**config.mk**
```make
export PLATFORM = sky130hd
export DESIGN_NAME = descriptor_checksum_flat
export DESIGN_NICKNAME = d
export VERILOG_FILES = /design/src/sv/dcs_pkg.sv /design/src/sv/dcs_stream_if.sv /design/src/sv/descriptor_checksum.sv /design/src/sv/dcs_absorb.sv /design/src/sv/dcs_finish.sv /design/src/flat_wrapper.sv
export VERILOG_INCLUDE_DIRS = /design/src /design/src/sv
export SDC_FILE = /design/constraint.sdc
export NUM_CORES = 1
export LEC_CHECK = 0
export BUFFER_PORTS_ARGS = -buffer_cell sky130_fd_sc_hd__clkbuf_2
export CORE_AREA = 8 8 189 191
export DETAILED_ROUTE_END_ITERATION = 10
export DIE_AREA = 0 0 197 199
export PLACE_DENSITY = 0.58
export SYNTH_ARGS = -nofsm -noshare
export SYNTH_HDL_FRONTEND = slang
export SYNTH_SLANG_ARGS = --single-unit
```
**constraint.sdc**
```tcl
create_clock -name i_clk -period 5.6 [get_ports i_clk]
set_clock_uncertainty 0.2 [all_clocks]
set_input_delay 0.56 -clock i_clk [delete_from_list [all_inputs] [get_ports i_clk]]
set_output_delay 0.56 -clock i_clk [all_outputs]
set_load 0.01 [all_outputs]
```
**src/sv/descriptor_checksum_macros.svh**
```systemverilog
// Assertion macros for the descriptor checksum block.
// Used by descriptor_checksum.sv; expects i_clk and i_rst_n in scope.
`ifndef DESCRIPTOR_CHECKSUM_MACROS_SVH
`define DESCRIPTOR_CHECKSUM_MACROS_SVH

// Property must hold at every rising clock edge outside reset
`define DCS_ASSERT(lbl, prop, msg) \
    lbl: assert property (@(posedge i_clk) disable iff (!i_rst_n) prop) else $error(msg);

// Condition must never be true outside reset
`define DCS_NEVER(lbl, cond, msg) \
    lbl: assert property (@(posedge i_clk) disable iff (!i_rst_n) !(cond)) else $error(msg);

`endif

```
**src/sv/dcs_pkg.sv**
```systemverilog
// Package for the descriptor checksum block: beat types, tables, polymod step.
// No dependencies; imported by every module of the block.
`default_nettype none

package dcs_pkg;

    localparam int POLY_W  = 40;
    localparam int SYM_W   = 5;
    localparam int N_GEN   = 5;
    localparam int N_OUT   = 8;
    localparam int ROM_N   = 95;

    localparam logic [POLY_W-1:0] POLY_INIT = 40'h1;

    localparam logic [POLY_W-1:0] GEN_TERMS [N_GEN] = '{
        40'hf5dee51989, 40'ha9fdca3312, 40'h1bab10e32d,
        40'h3706b1677a, 40'h644d626ffd
    };

    // position + 1 for each printable character 0x20..0x7E; 0 marks invalid
    localparam logic [6:0] POS_ROM [ROM_N] = '{
        7'h5f,7'h3c,7'h5d,7'h5c,7'h1d,7'h1e,7'h33,7'h10,7'h0b,7'h0c,7'h12,7'h34,
        7'h0f,7'h35,7'h36,7'h11,7'h01,7'h02,7'h03,7'h04,7'h05,7'h06,7'h07,7'h08,
        7'h09,7'h0a,7'h1c,7'h37,7'h38,7'h39,7'h3a,7'h3b,7'h1b,7'h53,7'h54,7'h55,
        7'h56,7'h57,7'h58,7'h59,7'h5a,7'h21,7'h22,7'h23,7'h24,7'h25,7'h26,7'h27,
        7'h28,7'h29,7'h2a,7'h2b,7'h2c,7'h2d,7'h2e,7'h2f,7'h30,7'h31,7'h32,7'h0d,
        7'h5e,7'h0e,7'h3d,7'h3e,7'h5b,7'h13,7'h14,7'h15,7'h16,7'h17,7'h18,7'h19,
        7'h1a,7'h41,7'h42,7'h43,7'h44,7'h45,7'h46,7'h47,7'h48,7'h49,7'h4a,7'h4b,
        7'h4c,7'h4d,7'h4e,7'h4f,7'h50,7'h51,7'h52,7'h1f,7'h3f,7'h20,7'h40
    };

    localparam logic [8*32-1:0] CHARSET = "qpzry9x8gf2tvdw0s3jn54khce6mua7l";

    typedef struct packed {
        logic [7:0] char_code;
        logic       char_present;
        logic       last_char;
    } t_in_beat;

    typedef struct packed {
        logic [7:0] checksum_char;
        logic       error;
        logic       last_of_run;
    } t_out_beat;

    // End-of-string snapshot handed from the absorber to the finisher
    typedef struct packed {
        logic [POLY_W-1:0] poly;
        logic [4:0]        accum;
        logic [1:0]        count;
        logic              bad;
    } t_job;

    typedef enum logic [1:0] {
        FIN_IDLE,
        FIN_RUN,
        FIN_EMIT
    } t_fin_state;

    // One polymod round: shift in a 5-bit symbol, reduce by the generator
    function automatic logic [POLY_W-1:0] feed_symbol(input logic [POLY_W-1:0] reg_in,
                                                      input logic [SYM_W-1:0]  sym);
        logic [SYM_W-1:0]  top;
        logic [POLY_W-1:0] nxt;
        top = reg_in[POLY_W-1 -: SYM_W];
        nxt = {reg_in[POLY_W-SYM_W-1:0], sym};
        for (int b = 0; b < N_GEN; b++) begin
            if (top[b]) begin
                nxt = nxt ^ GEN_TERMS[b];
            end
        end
        return nxt;
    endfunction

    // Position ROM lookup; 0 for non-printable or unlisted codes
    function automatic logic [6:0] pos_lookup(input logic [7:0] code);
        logic [6:0] idx;
        idx = 7'(code - 8'h20);
        if (code < 8'h20 || code > 8'h7e) begin
            return 7'd0;
        end
        return POS_ROM[idx];
    endfunction

    function automatic logic [7:0] charset_char(input logic [SYM_W-1:0] sym);
        logic [4:0] rev;
        rev = 5'd31 - sym;
        return CHARSET[{rev, 3'b000} +: 8];
    endfunction

endpackage

`default_nettype wire

```
**src/sv/dcs_stream_if.sv**
```systemverilog
// Valid/ready stream channel carrying one payload beat of type T.
// Depends on nothing; payload types come from dcs_pkg at the instance.
`default_nettype none

interface dcs_stream_if #(
    parameter type T = logic
);
    logic valid;
    logic ready;
    T     data;

    modport source (output valid, output data, input ready);
    modport sink   (input valid, input data, output ready);
endinterface

`default_nettype wire

```
**src/sv/descriptor_checksum.sv**
```systemverilog
// Descriptor checksum engine: top level joining absorber and finisher.
// Depends on dcs_pkg, dcs_stream_if, dcs_absorb, dcs_finish and the macro header.
//
// Usage:
//   i_in carries one character beat per cycle (char_code, char_present,
//   last_char). A beat with last_char closes the string; its own character,
//   if present, is taken in first. o_out carries the result beats: eight
//   checksum characters, most significant first, last_of_run on the eighth,
//   or one error beat if the string held an invalid character.
//   Throughput: one character beat per cycle while i_in.ready is high. The first
//   checksum beat follows the job slot register, the class flush and the eight
//   zero rounds, run two per cycle; an error beat goes from the job slot
//   straight to the output. Characters of the next string keep flowing
//   while a checksum streams out; a second end beat waits in the job slot,
//   and i_in.ready drops only while that slot is full and the finisher busy.
//   A stalled receiver holds the current result beat steady.
//   Reset (synchronous, active low) clears the polymod state, the job slot
//   and the finisher; no beat is lost once reset is released.
`default_nettype none
`include "descriptor_checksum_macros.svh"

module descriptor_checksum (
    input  wire          i_clk,
    input  wire          i_rst_n,
    dcs_stream_if.sink   i_in,
    dcs_stream_if.source o_out
);
    import dcs_pkg::*;

    t_job w_job;
    logic w_job_valid;
    logic w_fin_idle;

    dcs_absorb u_absorb (
        .i_clk       (i_clk),
        .i_rst_n     (i_rst_n),
        .i_in        (i_in),
        .i_fin_idle  (w_fin_idle),
        .o_job       (w_job),
        .o_job_valid (w_job_valid)
    );

    dcs_finish u_finish (
        .i_clk       (i_clk),
        .i_rst_n     (i_rst_n),
        .i_job       (w_job),
        .i_job_valid (w_job_valid),
        .o_idle      (w_fin_idle),
        .o_out       (o_out)
    );

    // Error beat always closes the run and carries no character
    `DCS_ASSERT(a_err_beat, (o_out.valid && o_out.data.error) |-> (o_out.data.last_of_run && o_out.data.checksum_char == 8'd0), "error beat malformed")
    // Finisher returns to idle after the closing beat of a run
    `DCS_ASSERT(a_run_gap, (o_out.valid && o_out.ready && o_out.data.last_of_run) |=> !o_out.valid, "result beat right after run end")
    // Input back-pressure only comes from a full job slot
    `DCS_NEVER(a_ready_src, !i_in.ready && !w_job_valid, "input stalled with empty job slot")
    // A waiting job is picked up whenever the finisher is idle
    `DCS_ASSERT(a_job_take, (w_job_valid && w_fin_idle && !(i_in.valid && i_in.data.last_char)) |=> !w_fin_idle, "idle finisher skipped a job")

endmodule

`default_nettype wire

```
**src/sv/dcs_absorb.sv**
```systemverilog
// Character absorber: position lookup, polymod and class-group update per beat.
// Depends on dcs_pkg and dcs_stream_if; hands end-of-string jobs to dcs_finish.
`default_nettype none

module dcs_absorb (
    input  wire             i_clk,
    input  wire             i_rst_n,
    dcs_stream_if.sink      i_in,
    input  wire             i_fin_idle,
    output dcs_pkg::t_job   o_job,
    output logic            o_job_valid
);
    import dcs_pkg::*;

    logic [POLY_W-1:0] r_poly, n_poly;
    logic [4:0]        r_accum, n_accum;
    logic [1:0]        r_count, n_count;
    logic              r_bad, n_bad;
    t_job              r_job;
    logic              r_job_valid;

    logic              w_accept;
    logic              w_take;
    logic [6:0]        w_rom;
    logic [6:0]        w_pos;
    logic [POLY_W-1:0] w_poly1;
    logic [6:0]        w_acc_wide;
    logic [4:0]        w_acc1;
    logic [1:0]        w_cnt1;

    // Job slot frees when the finisher picks it up this cycle
    assign i_in.ready = !r_job_valid || i_fin_idle;
    assign w_accept   = i_in.valid && i_in.ready;
    assign w_take     = w_accept && i_in.data.char_present && !r_bad;

    // Symbol and class digit of the incoming character
    assign w_rom      = pos_lookup(i_in.data.char_code);
    assign w_pos      = 7'(w_rom - 7'd1);
    assign w_poly1    = feed_symbol(r_poly, w_pos[4:0]);
    assign w_acc_wide = 7'(7'(r_accum) * 7'd3) + 7'(w_pos[6:5]);
    assign w_acc1     = w_acc_wide[4:0];
    assign w_cnt1     = 2'(r_count + 2'd1);

    // Next state after taking the character (before any end handling)
    always_comb begin
        n_poly  = r_poly;
        n_accum = r_accum;
        n_count = r_count;
        n_bad   = r_bad;
        if (w_take) begin
            if (w_rom == 7'd0) begin
                n_bad = 1'b1;
            end else if (w_cnt1 == 2'd3) begin
                n_poly  = feed_symbol(w_poly1, w_acc1);
                n_accum = 5'd0;
                n_count = 2'd0;
            end else begin
                n_poly  = w_poly1;
                n_accum = w_acc1;
                n_count = w_cnt1;
            end
        end
    end

    // Running state; an end beat starts the next string from reset values
    always_ff @(posedge i_clk) begin
        if (!i_rst_n) begin
            r_poly  <= POLY_INIT;
            r_accum <= 5'd0;
            r_count <= 2'd0;
            r_bad   <= 1'b0;
        end else if (w_accept && i_in.data.last_char) begin
            r_poly  <= POLY_INIT;
            r_accum <= 5'd0;
            r_count <= 2'd0;
            r_bad   <= 1'b0;
        end else begin
            r_poly  <= n_poly;
            r_accum <= n_accum;
            r_count <= n_count;
            r_bad   <= n_bad;
        end
    end

    // End-of-string job slot
    always_ff @(posedge i_clk) begin
        if (!i_rst_n) begin
            r_job_valid <= 1'b0;
        end else if (w_accept && i_in.data.last_char) begin
            r_job_valid <= 1'b1;
        end else if (i_fin_idle) begin
            r_job_valid <= 1'b0;
        end
    end

    always_ff @(posedge i_clk) begin
        if (w_accept && i_in.data.last_char) begin
            r_job.poly  <= n_poly;
            r_job.accum <= n_accum;
            r_job.count <= n_count;
            r_job.bad   <= n_bad;
        end
    end

    assign o_job       = r_job;
    assign o_job_valid = r_job_valid;

endmodule

`default_nettype wire

```
**src/sv/dcs_finish.sv**
```systemverilog
// Finisher: class flush, eight zero rounds, final XOR and checksum streaming, or a lone error beat.
// Depends on dcs_pkg and dcs_stream_if; takes jobs from dcs_absorb.
`default_nettype none

module dcs_finish (
    input  wire             i_clk,
    input  wire             i_rst_n,
    input  dcs_pkg::t_job   i_job,
    input  wire             i_job_valid,
    output logic            o_idle,
    dcs_stream_if.source    o_out
);
    import dcs_pkg::*;

    t_fin_state        r_state, n_state;
    logic [POLY_W-1:0] r_poly, n_poly;
    logic              r_err, n_err;
    logic [2:0]        r_step, n_step;
    logic              w_last;

    assign w_last = r_err || (r_step == 3'd7);

    // State register
    always_ff @(posedge i_clk) begin
        if (!i_rst_n) begin
            r_state <= FIN_IDLE;
            r_step  <= 3'd0;
        end else begin
            r_state <= n_state;
            r_step  <= n_step;
        end
    end

    // Working register and error flag
    always_ff @(posedge i_clk) begin
        r_poly <= n_poly;
        r_err  <= n_err;
    end

    // Next state and outputs
    always_comb begin
        n_state                  = r_state;
        n_poly                   = r_poly;
        n_err                    = r_err;
        n_step                   = r_step;
        o_idle                   = 1'b0;
        o_out.valid              = 1'b0;
        o_out.data.checksum_char = r_err ? 8'd0 : charset_char(r_poly[POLY_W-1 -: SYM_W]);
        o_out.data.error         = r_err;
        o_out.data.last_of_run   = w_last;
        unique case (r_state)
            FIN_IDLE: begin
                o_idle = 1'b1;
                if (i_job_valid) begin
                    n_err  = i_job.bad;
                    n_step = 3'd0;
                    if (i_job.bad) begin
                        n_state = FIN_EMIT;
                    end else begin
                        n_state = FIN_RUN;
                        n_poly  = (i_job.count != 2'd0) ?
                                  feed_symbol(i_job.poly, i_job.accum) : i_job.poly;
                    end
                end
            end
            FIN_RUN: begin
                // two zero rounds per cycle, eight zero rounds in all
                n_poly = feed_symbol(feed_symbol(r_poly, 5'd0), 5'd0);
                n_step = 3'(r_step + 3'd1);
                if (r_step == 3'd3) begin
                    n_poly  = n_poly ^ POLY_INIT;
                    n_step  = 3'd0;
                    n_state = FIN_EMIT;
                end
            end
            FIN_EMIT: begin
                o_out.valid = 1'b1;
                if (o_out.ready) begin
                    if (w_last) begin
                        n_state = FIN_IDLE;
                        n_step  = 3'd0;
                    end else begin
                        n_poly = {r_poly[POLY_W-SYM_W-1:0], {SYM_W{1'b0}}};
                        n_step = 3'(r_step + 3'd1);
                    end
                end
            end
            default: begin
                n_state = FIN_IDLE;
            end
        endcase
    end

endmodule

`default_nettype wire

```
**src/flat_wrapper.sv**
```systemverilog
// flat-port wrapper written by rule: the top's interface ports become plain ports
module descriptor_checksum_flat import dcs_pkg::*;
  (i_clk, i_rst_n, i_in_valid, i_in_data, i_in_ready, o_out_valid, o_out_data, o_out_ready);
  dcs_stream_if #(.T(t_in_beat)) i_in_i ();
  dcs_stream_if #(.T(t_out_beat)) o_out_i ();
  input  wire i_clk;
  input  wire i_rst_n;
  input wire logic [$bits(i_in_i.valid)-1:0] i_in_valid;
  input wire logic [$bits(i_in_i.data)-1:0] i_in_data;
  output wire logic [$bits(i_in_i.ready)-1:0] i_in_ready;
  output wire logic [$bits(o_out_i.valid)-1:0] o_out_valid;
  output wire logic [$bits(o_out_i.data)-1:0] o_out_data;
  input wire logic [$bits(o_out_i.ready)-1:0] o_out_ready;
  assign i_in_i.valid = i_in_valid;
  assign i_in_i.data = i_in_data;
  assign i_in_ready = i_in_i.ready;
  assign o_out_valid = o_out_i.valid;
  assign o_out_data = o_out_i.data;
  assign o_out_i.ready = o_out_ready;
  descriptor_checksum u_core (.i_clk(i_clk), .i_rst_n(i_rst_n), .i_in(i_in_i), .o_out(o_out_i));
endmodule
```
==> results.yml, run 1 <==
floorplan:
  core_um2: 32900
  die_area_um2: 39200
  start_util: 0.341
  io_pins: 26
  die_x_um: 197
  die_y_um: 199
  num_rows: 67
routing:
  drcViolationCount: 0
  first_iter_violations: 593
  routedWlPerCell_um: 17.1
  vias: 8331
  drt-pass1-iter-count: 5
  via_per_inst: 5.04
  routed_wl_mm: 28.3
  ant_nets: 0
global_routing:
  gr-usage-met3: 0.0228
  antenna_found_initial: 0
  grt_pass1_vias: 8165
  gr-max-usage-layer: "met2"
  grt_max_degree: 82
  grt_first_pass_wirelength_mm: 45.1
  grt_overflow: 0
  grt_usage: 0.146
  met1_usage: 0.183
  met2_usage: 0.248
placement:
  dpl.hpwl_mm: 20.7
  placed_area_um2: 11700
  pre_cts_slack_ps: 284
  numPortBuffers: 24
  place.gp.congestion: 0.882
synth:
  yosysSeqAreaShare: 0.335
  ys_warn_count: 0
  synth_common_cells: "204 x xnor2_1, 105 x nand2_1, 98 x xor2_1"
  async_reset_ff_frac: 0
  synth_most_common_cell: "xnor2_1"
  synthCells: 1215
  avgSynthCellArea_um2: 9.23
  synth.area.top_cells: "edfxtp_1 24%, xnor2_1 16%, dfxtp_1 9.6%"
  ys_ff_latch: 143
  yosys.area.top_type: "edfxtp_1"
  yosysUniqueCellTypes: 78
  mappedNetlistNets: 1259
  synthFlopType: "edfxtp_1"
  synth-edff-count: 89
  yosysTopAreaCellShare: 0.238
  netlist_area_um2: 11200
critical_path:
  critPathTopFamily: "adder cells"
  r2r-start: "u_core.u_absorb.r_poly[36]"
  reg2reg_to: "u_core.u_absorb.o_job[17]"
  crit_type: "in2reg"
  r2r_cells: 7
  crit_end: "u_core.u_absorb.o_job[11]"
  end_kind: "register"
  crit_buf_inv: 3
  startpoint_type: "primary input"
  crit_path_cell_trace: "clkbuf_2, inv_1, ha_1, nor2_1, a311oi_1, a2111oi_0, a21oi_1, nand2_1, ha_1, o211a_1, nand4_2, xnor2_1, fa_1, ha_1, inv_1, fa_1, xor2_1, xnor2_1, xnor2_1, nor2_1, a211oi_1, a21oi_1"
  crit_cells: 22
  r2r_slack_ps: 1930
  crit_start: "i_in_data[2]"
  cp_max_fo: 6
  worstPathArrival_ps: 4830
  required_ps: 5540
  worst_path_largest_cell_delay_ps: 560
  crit_slowest_cell: "fa_1"
sta:
  fmax_ghz: 0.205
  slew_headroom: 0.290
  setup_slack_ps: 715
  rsz0062_at_grt: "false"
  worst_pin_slew_ps: 1070
  drv_slew: 0
  finalCriticalPeriod_ps: 4880
  post-route-period-util: 0.872
  final-hold-violation-count: 0
  tns_ps: 0
  setup_viol: 0
clock_network:
  htreeDepth: 4
  cts_tree: "built"
  postCtsSetupBuffers: 0
  clkTransAtPathRegs_ps: 60
  cts_root_buffer: "clkbuf_16"
  clk_latency_ps: 430
  hold_buffers: 0
  clockBufferDepth: 2
  post_cts_resized: 0
  clock_sinks: 143
  cts_made_buffers: 17
power_and_ir_drop:
  p_leak_nw: 4.48
  peakVddDrop_mv: 0.377
  p_per_area_nw_per_um2: 609
  power.total_w: 0.00750
final_layout:
  layout.area.seq_um2: 3750
  multiInputGateArea_um2: 6960
  fin_area_um2: 12300
  layout-drive-gt1-share: 0.106
  layout.nets: 1235
  syn_to_final_growth_pct: 9.77
  n_antenna_cell: 0
  fillers: 3343
min_path:
  hold_path_depth: 2
  hp-class: "in2reg"
run:
  max-cap-violations: 0
run_status:
  status: "finished, final reports clean"
## placed cells by master, fill, tap and decap left out, types with 6 or more instances in the layout
| cell type | instances |
|---|---|
| xnor2_1 | 204 |
| nand2_1 | 105 |
| xor2_1 | 98 |
| a21oi_1 | 89 |
| edfxtp_1 | 89 |
| nor2_1 | 84 |
| dfxtp_1 | 54 |
| o21ai_0 | 45 |
| a211oi_1 | 31 |
| a22oi_1 | 30 |
| ha_1 | 27 |
| inv_1 | 26 |
| buf_4 | 26 |
| clkbuf_2 | 24 |
| o211ai_1 | 23 |
| nand3_1 | 20 |
| clkbuf_16 | 17 |
| and2_1 | 15 |
| nand2b_1 | 14 |
| o211a_1 | 13 |
| o21a_1 | 11 |
| nor2b_1 | 9 |
| o22ai_1 | 8 |
| o31ai_1 | 8 |
| or2_2 | 6 |
| mux2_2 | 6 |
## metal layers
layer	up-vias	part of all wire
met3	50	0.033
li1	4157	-
met5	-	0
met1	3921	0.45
met4	0	0.028
met2	203	0.48
## report_power, final
part           total, W  leakage [nW]  internal, W  switching [W]
sequential      0.00178          1.28      0.00146       0.000320
combinational   0.00453          2.90      0.00199        0.00254
clock           0.00119         0.295     0.000730       0.000464
## per-stage QoR
stage | util | hold WS [ps] | std cells
finish | 0.375 | 266 | 1652
detailed placement | 0.356 | 260 | 1620
CTS | 0.375 | 256 | 1652
global route | 0.375 | 276 | 1652
floorplan | - | 245 | 1215
global placement | 0.356 | 258 | 1620
## cell families (layout without fill, tap and decap cells)
kind of cell    Yosys count  count (layout)  share of synthesized area
mux                      12              12                     0.0124
xor+xnor                322             322                      0.276
simple gates            287             287                      0.118
fa+ha+maj                30              30                     0.0348
other cells               1               1                   0.000334
flops                   143             143                      0.335
compound gates          298             298                      0.175
buf+inv                 122             111                     0.0491
## worst register-to-register path, stage by stage (launching register included)
cell	delay, ps
dfxtp_1	820
xnor2_2	330
xnor3_1	740
xor2_2	270
xnor2_1	340
xnor3_1	450
nand2_1	120
a31oi_1	120
## registers in the layout (all words and copies together) (netlist names)
name                         count
u_core.u_finish.r_step           3
u_core.u_absorb.o_job           48
u_core.u_finish.r_err            1
u_core.u_absorb.r_accum          5
u_core.u_absorb.r_count          2
u_core.u_finish.r_poly          40
u_core.u_finish.r_state          2
u_core.u_absorb.o_job_valid      1
u_core.u_absorb.r_poly          40
u_core.u_absorb.r_bad            1
## cell type report
| class | instances | area share |
|---|---|---|
| Tap cell | 448 | 0.0455 |
| Clock inverter | 11 | 0.0125 |
| Inverter | 29 | 0.00884 |
| Sequential cell | 143 | 0.305 |
| Timing Repair Buffer | 50 | 0.0256 |
| Multi-Input combinational cell | 950 | 0.565 |
| Clock buffer | 21 | 0.0374 |
## how the worst min path moves through the flow
stage,startpoint,endpoint,slack (ps)
floorplan,u_core.u_finish.r_step[1],u_core.u_finish.r_step[1],240
global placement,u_core.u_finish.r_step[1],u_core.u_finish.r_step[1],260
detailed placement,u_core.u_finish.r_step[1],u_core.u_finish.r_step[1],260
CTS,i_rst_n,u_core.u_finish.r_state[1],260
global route,i_rst_n,u_core.u_finish.r_state[1],280
finish,i_rst_n,u_core.u_finish.r_state[1],270
Note: power is estimated with default switching activity, not from simulation.
==> run 2, diff against run 1 <==
Settings changed: CAP_MARGIN from default to 25, CORE_AREA 8 8 189 191 to 8 8 203 205, DIE_AREA 0 0 197 199 to 0 0 211 213, PLACE_DENSITY 0.58 to 0.53.
==> run 2 against run 1 <==
Routed wire length increased by 3.3%. Sequential share of layout area decreased by 0.32 points. Via count up 0.40%. Clock power is essentially flat. Hold slack got worse by 16 ps. Register-to-register slack is essentially flat. Sequential power about the same. First-iteration DRC count up 2.4%. Total power increased by 0.33%. Sequential cell count is the same. Combinational power increased by 0.9%. Highest routed layer unchanged.
==> results.yml, run 2 (synthesis gave the netlist of run 1 again) <==
placement:
  placed_area_um2: 11800
  place.gp.congestion: 0.896
  dpl.hpwl_mm: 21.6
  dp.cells: 1694
  pre_cts_slack_ps: 154
  numPortBuffers: 24
critical_path:
  crit_start: "i_in_data[2]"
  r2r-start: "u_core.u_absorb.r_poly[36]"
  reg2reg_to: "u_core.u_absorb.o_job[17]"
  worstPathArrival_ps: 4900
  r2r_slack_ps: 1940
  crit_type: "in2reg"
  end_kind: "register"
  cp_max_fo: 8
  r2r_cells: 7
  startpoint_type: "primary input"
  required_ps: 5560
routing:
  ant_nets: 0
  via_per_inst: 4.85
  drt-pass1-iter-count: 5
  routedWlPerCell_um: 16.9
  vias: 8364
  first_iter_violations: 607
  routed_wl_mm: 29.2
  drcViolationCount: 0
final_layout:
  fillers: 3945
  layout_commonest_cell: "xnor2_1"
  layout.nets: 1239
  fin_area_um2: 12400
  layout_common_cells: "204 x xnor2_1, 105 x nand2_1, 98 x xor2_1, 89 x a21oi_1, 89 x edfxtp_1"
  syn_to_final_growth_pct: 11.0
  n_antenna_cell: 0
  finalNonFillerCells: 1726
  largest_reg_flops: 48
  layout-drive-gt1-share: 0.111
min_path:
  min_from: "i_rst_n"
  hold_path_end: "u_core.u_finish.r_state[1]"
  hold_path_depth: 2
  hp-class: "in2reg"
global_routing:
  grt_first_pass_wirelength_mm: 46.4
  grt_pass1_vias: 8014
  grt_usage: 0.132
  antenna_found_initial: 0
  grt_max_degree: 79
  grt_overflow: 0
sta:
  post-route-period-util: 0.882
  rsz0062_at_grt: "false"
  worst_pin_slew_ps: 947
  slew_headroom: 0.369
  final-hold-violation-count: 0
  drv_slew: 0
  fmax_ghz: 0.202
  tns_ps: 0
  setup_viol: 0
  setup_slack_ps: 659
  finalCriticalPeriod_ps: 4940
clock_network:
  clk_latency_ps: 430
  cts_made_buffers: 17
  htreeDepth: 4
  clockBufferDepth: 2
  post_cts_resized: 0
  cts_root_buffer: "clkbuf_16"
  postCtsSetupBuffers: 0
  clock_sinks: 143
  cts_tree: "built"
  clkTransAtPathRegs_ps: 60
  hold_buffers: 0
power_and_ir_drop:
  peakVddDrop_mv: 0.324
  power.total_w: 0.00753
  p_per_area_nw_per_um2: 605
  p_leak_nw: 4.50
floorplan:
  num_rows: 72
  die_x_um: 211
  io_pins: 26
  die_area_um2: 44900
  core_um2: 38100
  start_util: 0.294
  die_y_um: 213
run:
  max-cap-violations: 0
run_status:
  status: "finished, final reports clean"
run 2: cell types whose count changed in the layout (fill, tap and decap cells not counted), sizes merged:
cell    change
buf         +4
inv         +4
clkbuf      -3
bufinv      -1
run 2: routing by layer:
layer  vias up  global-route usage  share of wire
met3        38              0.0220          0.039
met5         -                   0              0
met4         0              0.0454          0.025
li1       4188                   -              -
met1      3959               0.169           0.45
met2       179               0.221           0.49
run 2: final cells by class:
type                            instances  area [um2]  share of cell area
Sequential cell                       143        3750               0.302
Clock buffer                           18         439              0.0353
Clock inverter                         14         170              0.0137
Multi-Input combinational cell        950        6960               0.559
Tap cell                              518         648              0.0521
Timing Repair Buffer                   54         365              0.0293
Inverter                               29         109             0.00874
run 2: report_power, final:
part	internal [W]	switching, W
Combinational	0.00201	0.00256
Clock	0.000686	0.000500
Sequential	0.00146	0.000315
run 2: worst max-delay path, cell delays in order:
cell and delay [ps]:
clkbuf_2 180, inv_1 120, ha_1 350, nor2_1 140, a311oi_1 60, a2111oi_0 440, a21oi_1 130, nand2_1 120
ha_1 220, o211a_1 170, nand4_2 180, xnor2_1 200, fa_1 560, ha_1 160, inv_1 50, fa_1 370
xor2_1 200, xnor2_1 160, xnor2_1 140, nor2_1 50, a211oi_1 270, a21oi_1 70
run 2: how the worst max path moves through the flow:
stage                                end  slack, ps  cells past startpoint
5_1_grt        u_core.u_absorb.o_job[11]        300                     22
6_report       u_core.u_absorb.o_job[11]        660                     22
3_5_place_dp   u_core.u_absorb.o_job[11]        150                     22
2_1_floorplan  u_core.u_finish.r_poly[0]        540                      7
4_1_cts        u_core.u_absorb.o_job[11]        630                     22
3_3_place_gp   u_core.u_absorb.o_job[11]        280                     22
run 2: through the flow:
| stage | hold slack, ps | utilization |
|---|---|---|
| 2_1_floorplan | 245 | - |
| 3_3_place_gp | 257 | 0.310 |
| 3_5_place_dp | 270 | 0.311 |
| 4_1_cts | 244 | 0.327 |
| 5_1_grt | 276 | 0.327 |
| 6_report | 251 | 0.327 |
==> run 3, diff against run 2 <==
Settings changed: ABC_AREA from default to 1, CORE_AREA 8 8 203 205 to 8 8 205 207, DIE_AREA 0 0 211 213 to 0 0 213 215.
==> run 3 against run 2 <==
Combinational power down 0.9%. Hold slack worse by 66 ps. Critical endpoint unchanged. Largest power group unchanged. Cell count up 16%. Final area up 1.4%. Via count up 14%. Synthesized area up 2.2%. Clock power down 5%.
==> results.yml, run 3 <==
critical_path:
  crit_type: "in2reg"
  worstPathArrival_ps: 4840
  cp_max_fo: 13
  reg2reg_to: "u_core.u_finish.r_poly[37]"
  end_kind: "register"
  r2r_slack_ps: 2100
  r2r_cells: 9
  required_ps: 5590
  r2r-start: "u_core.u_finish.r_poly[39]"
  startpoint_type: "primary input"
  crit_start: "i_in_data[3]"
floorplan:
  num_rows: 73
  core_um2: 39000
  die_y_um: 215
  start_util: 0.294
  io_pins: 26
  die_x_um: 213
  die_area_um2: 45800
synth:
  avgSynthCellArea_um2: 7.77
  synthCells: 1476
  async_reset_ff_frac: 0
  synth.area.top_cells: "edfxtp_1 23%, xor2_1 12%, nand2_1 11%"
  yosysUniqueCellTypes: 47
  netlist_area_um2: 11500
  synth-edff-count: 89
  yosysTopAreaCellShare: 0.233
  synth_most_common_cell: "nand2_1"
  ys_warn_count: 0
  mappedNetlistNets: 1520
  synthFlopType: "edfxtp_1"
  yosys.area.top_type: "edfxtp_1"
  synth_common_cells: "321 x nand2_1, 161 x xor2_1, 131 x inv_1"
  ys_ff_latch: 143
  yosysSeqAreaShare: 0.327
clock_network:
  clk_latency_ps: 430
  htreeDepth: 4
  clock_sinks: 143
  cts_made_buffers: 17
  clockBufferDepth: 2
  post_cts_resized: 0
  clkTransAtPathRegs_ps: 70
  cts_tree: "built"
  postCtsSetupBuffers: 0
  hold_buffers: 0
  cts_root_buffer: "clkbuf_16"
final_layout:
  finalNonFillerCells: 1999
  fillers: 4144
  syn_to_final_growth_pct: 10.1
  layout_commonest_cell: "nand2_1"
  layout.nets: 1505
  layout-drive-gt1-share: 0.0794
  n_antenna_cell: 0
  largest_reg_flops: 48
  layout_common_cells: "321 x nand2_1, 161 x xor2_1, 131 x inv_1, 110 x xnor2_1, 106 x nor2_1"
global_routing:
  grt_pass1_vias: 9309
  grt_usage: 0.143
  grt_first_pass_wirelength_mm: 52.1
  grt_max_degree: 52
  antenna_found_initial: 0
  grt_overflow: 0
routing:
  routed_wl_mm: 32.5
  drcViolationCount: 0
  routedWlPerCell_um: 16.3
  drt-pass1-iter-count: 5
  ant_nets: 0
  via_per_inst: 4.79
  first_iter_violations: 668
  vias: 9574
placement:
  numPortBuffers: 24
  dpl.hpwl_mm: 23.9
  place.gp.congestion: 0.867
  dp.cells: 1967
sta:
  drv_slew: 0
  setup_viol: 0
  post-route-period-util: 0.867
  final-hold-violation-count: 0
  finalCriticalPeriod_ps: 4860
  slew_headroom: 0.331
  rsz0062_at_grt: "false"
  tns_ps: 0
  worst_pin_slew_ps: 997
  fmax_ghz: 0.206
power_and_ir_drop:
  peakVddDrop_mv: 0.260
  p_per_area_nw_per_um2: 585
  p_leak_nw: 5.30
run:
  max-cap-violations: 0
min_path:
  min_from: "i_rst_n"
  hp-class: "in2reg"
  hold_path_depth: 3
  hold_path_end: "u_core.u_absorb.o_job_valid"
run_status:
  status: "finished, final reports clean"
[run 3: cell types whose count changed in the layout (fill, tap and decap cells not counted), sizes merged, moves of 14 or more]
| cell | change |
|---|---|
| a211oi | -22 |
| o221ai | +20 |
| inv | +110 |
| a22oi | -28 |
| nand3 | +68 |
| o21ai | +43 |
| nor2 | +22 |
| nand2b | -14 |
| xnor2 | -99 |
| nand2 | +223 |
| xor2 | +67 |
| buf | -14 |
[run 3: metrics by stage]
stage                     hold WS [ps]  setup slack, ps   util  area, um2  power (W)
after CTS                          163              766  0.324      12600    0.00739
after floorplan                    244              699      -      11500    0.00514
after global placement             256              408  0.309      12100    0.00619
after detailed placement           273              299  0.309      12100    0.00622
after global routing               196              316  0.324      12600    0.00797
final                              184              743  0.324      12600    0.00738
[run 3: cell families after synthesis]
family,after synthesis,synth area share
flops,143,0.327
buf+inv,215,0.0757
compound gates,251,0.131
simple gates,549,0.196
mux,1,0.000873
other cells,1,0.000327
fa+ha+maj,30,0.0340
xor+xnor,286,0.235
[run 3: worst max path at each step]
stage                                      endpoint  slack, ps  cells after the start
final                     u_core.u_absorb.o_job[11]        740                     24
after global routing      u_core.u_absorb.o_job[11]        320                     24
after CTS                 u_core.u_absorb.o_job[11]        770                     24
after detailed placement  u_core.u_absorb.o_job[11]        300                     24
after global placement    u_core.u_absorb.o_job[11]        410                     24
after floorplan           u_core.u_finish.r_poly[0]        700                      8
[run 3: worst max-delay path, cell delays in order]
cell and delay, ps:
clkbuf_2 250, inv_1 210, ha_1 350, nor2_1 160, nor2_1 60, a21oi_1 150, nand2_1 70, nand2_1 90
nand2_1 50, nand3_1 90, ha_1 190, inv_1 70, o311ai_0 380, nand2_1 140, fa_1 550, ha_1 130
inv_1 50, fa_1 370, xor2_1 220, xor2_1 190, xor2_1 210, o211ai_2 90, o21ai_1 150, inv_1 60
[run 3: final cells by class]
| type | instances | area [um2] | share of cell area |
|---|---|---|---|
| inverter | 141 | 529 | 0.0419 |
| tap | 525 | 657 | 0.0520 |
| clock inverter | 15 | 148 | 0.0117 |
| timing repair buffer | 40 | 240 | 0.0190 |
| clock buffer | 17 | 425 | 0.0337 |
| sequential | 143 | 3750 | 0.297 |
| multi-input combinational | 1118 | 6870 | 0.544 |
[run 3: power by group]
part / switching, W / internal (W)
Clock: 0.000505 / 0.000626
Sequential: 0.000261 / 0.00145
Combinational: 0.00289 / 0.00164
Total: 0.00366 / 0.00372
[run 3: routing by layer]
layer / share of wire / global-route usage
met5: 0 / 0
met4: 0.025 / 0.0458
met2: 0.48 / 0.239
met1: 0.45 / 0.185
met3: 0.042 / 0.0227
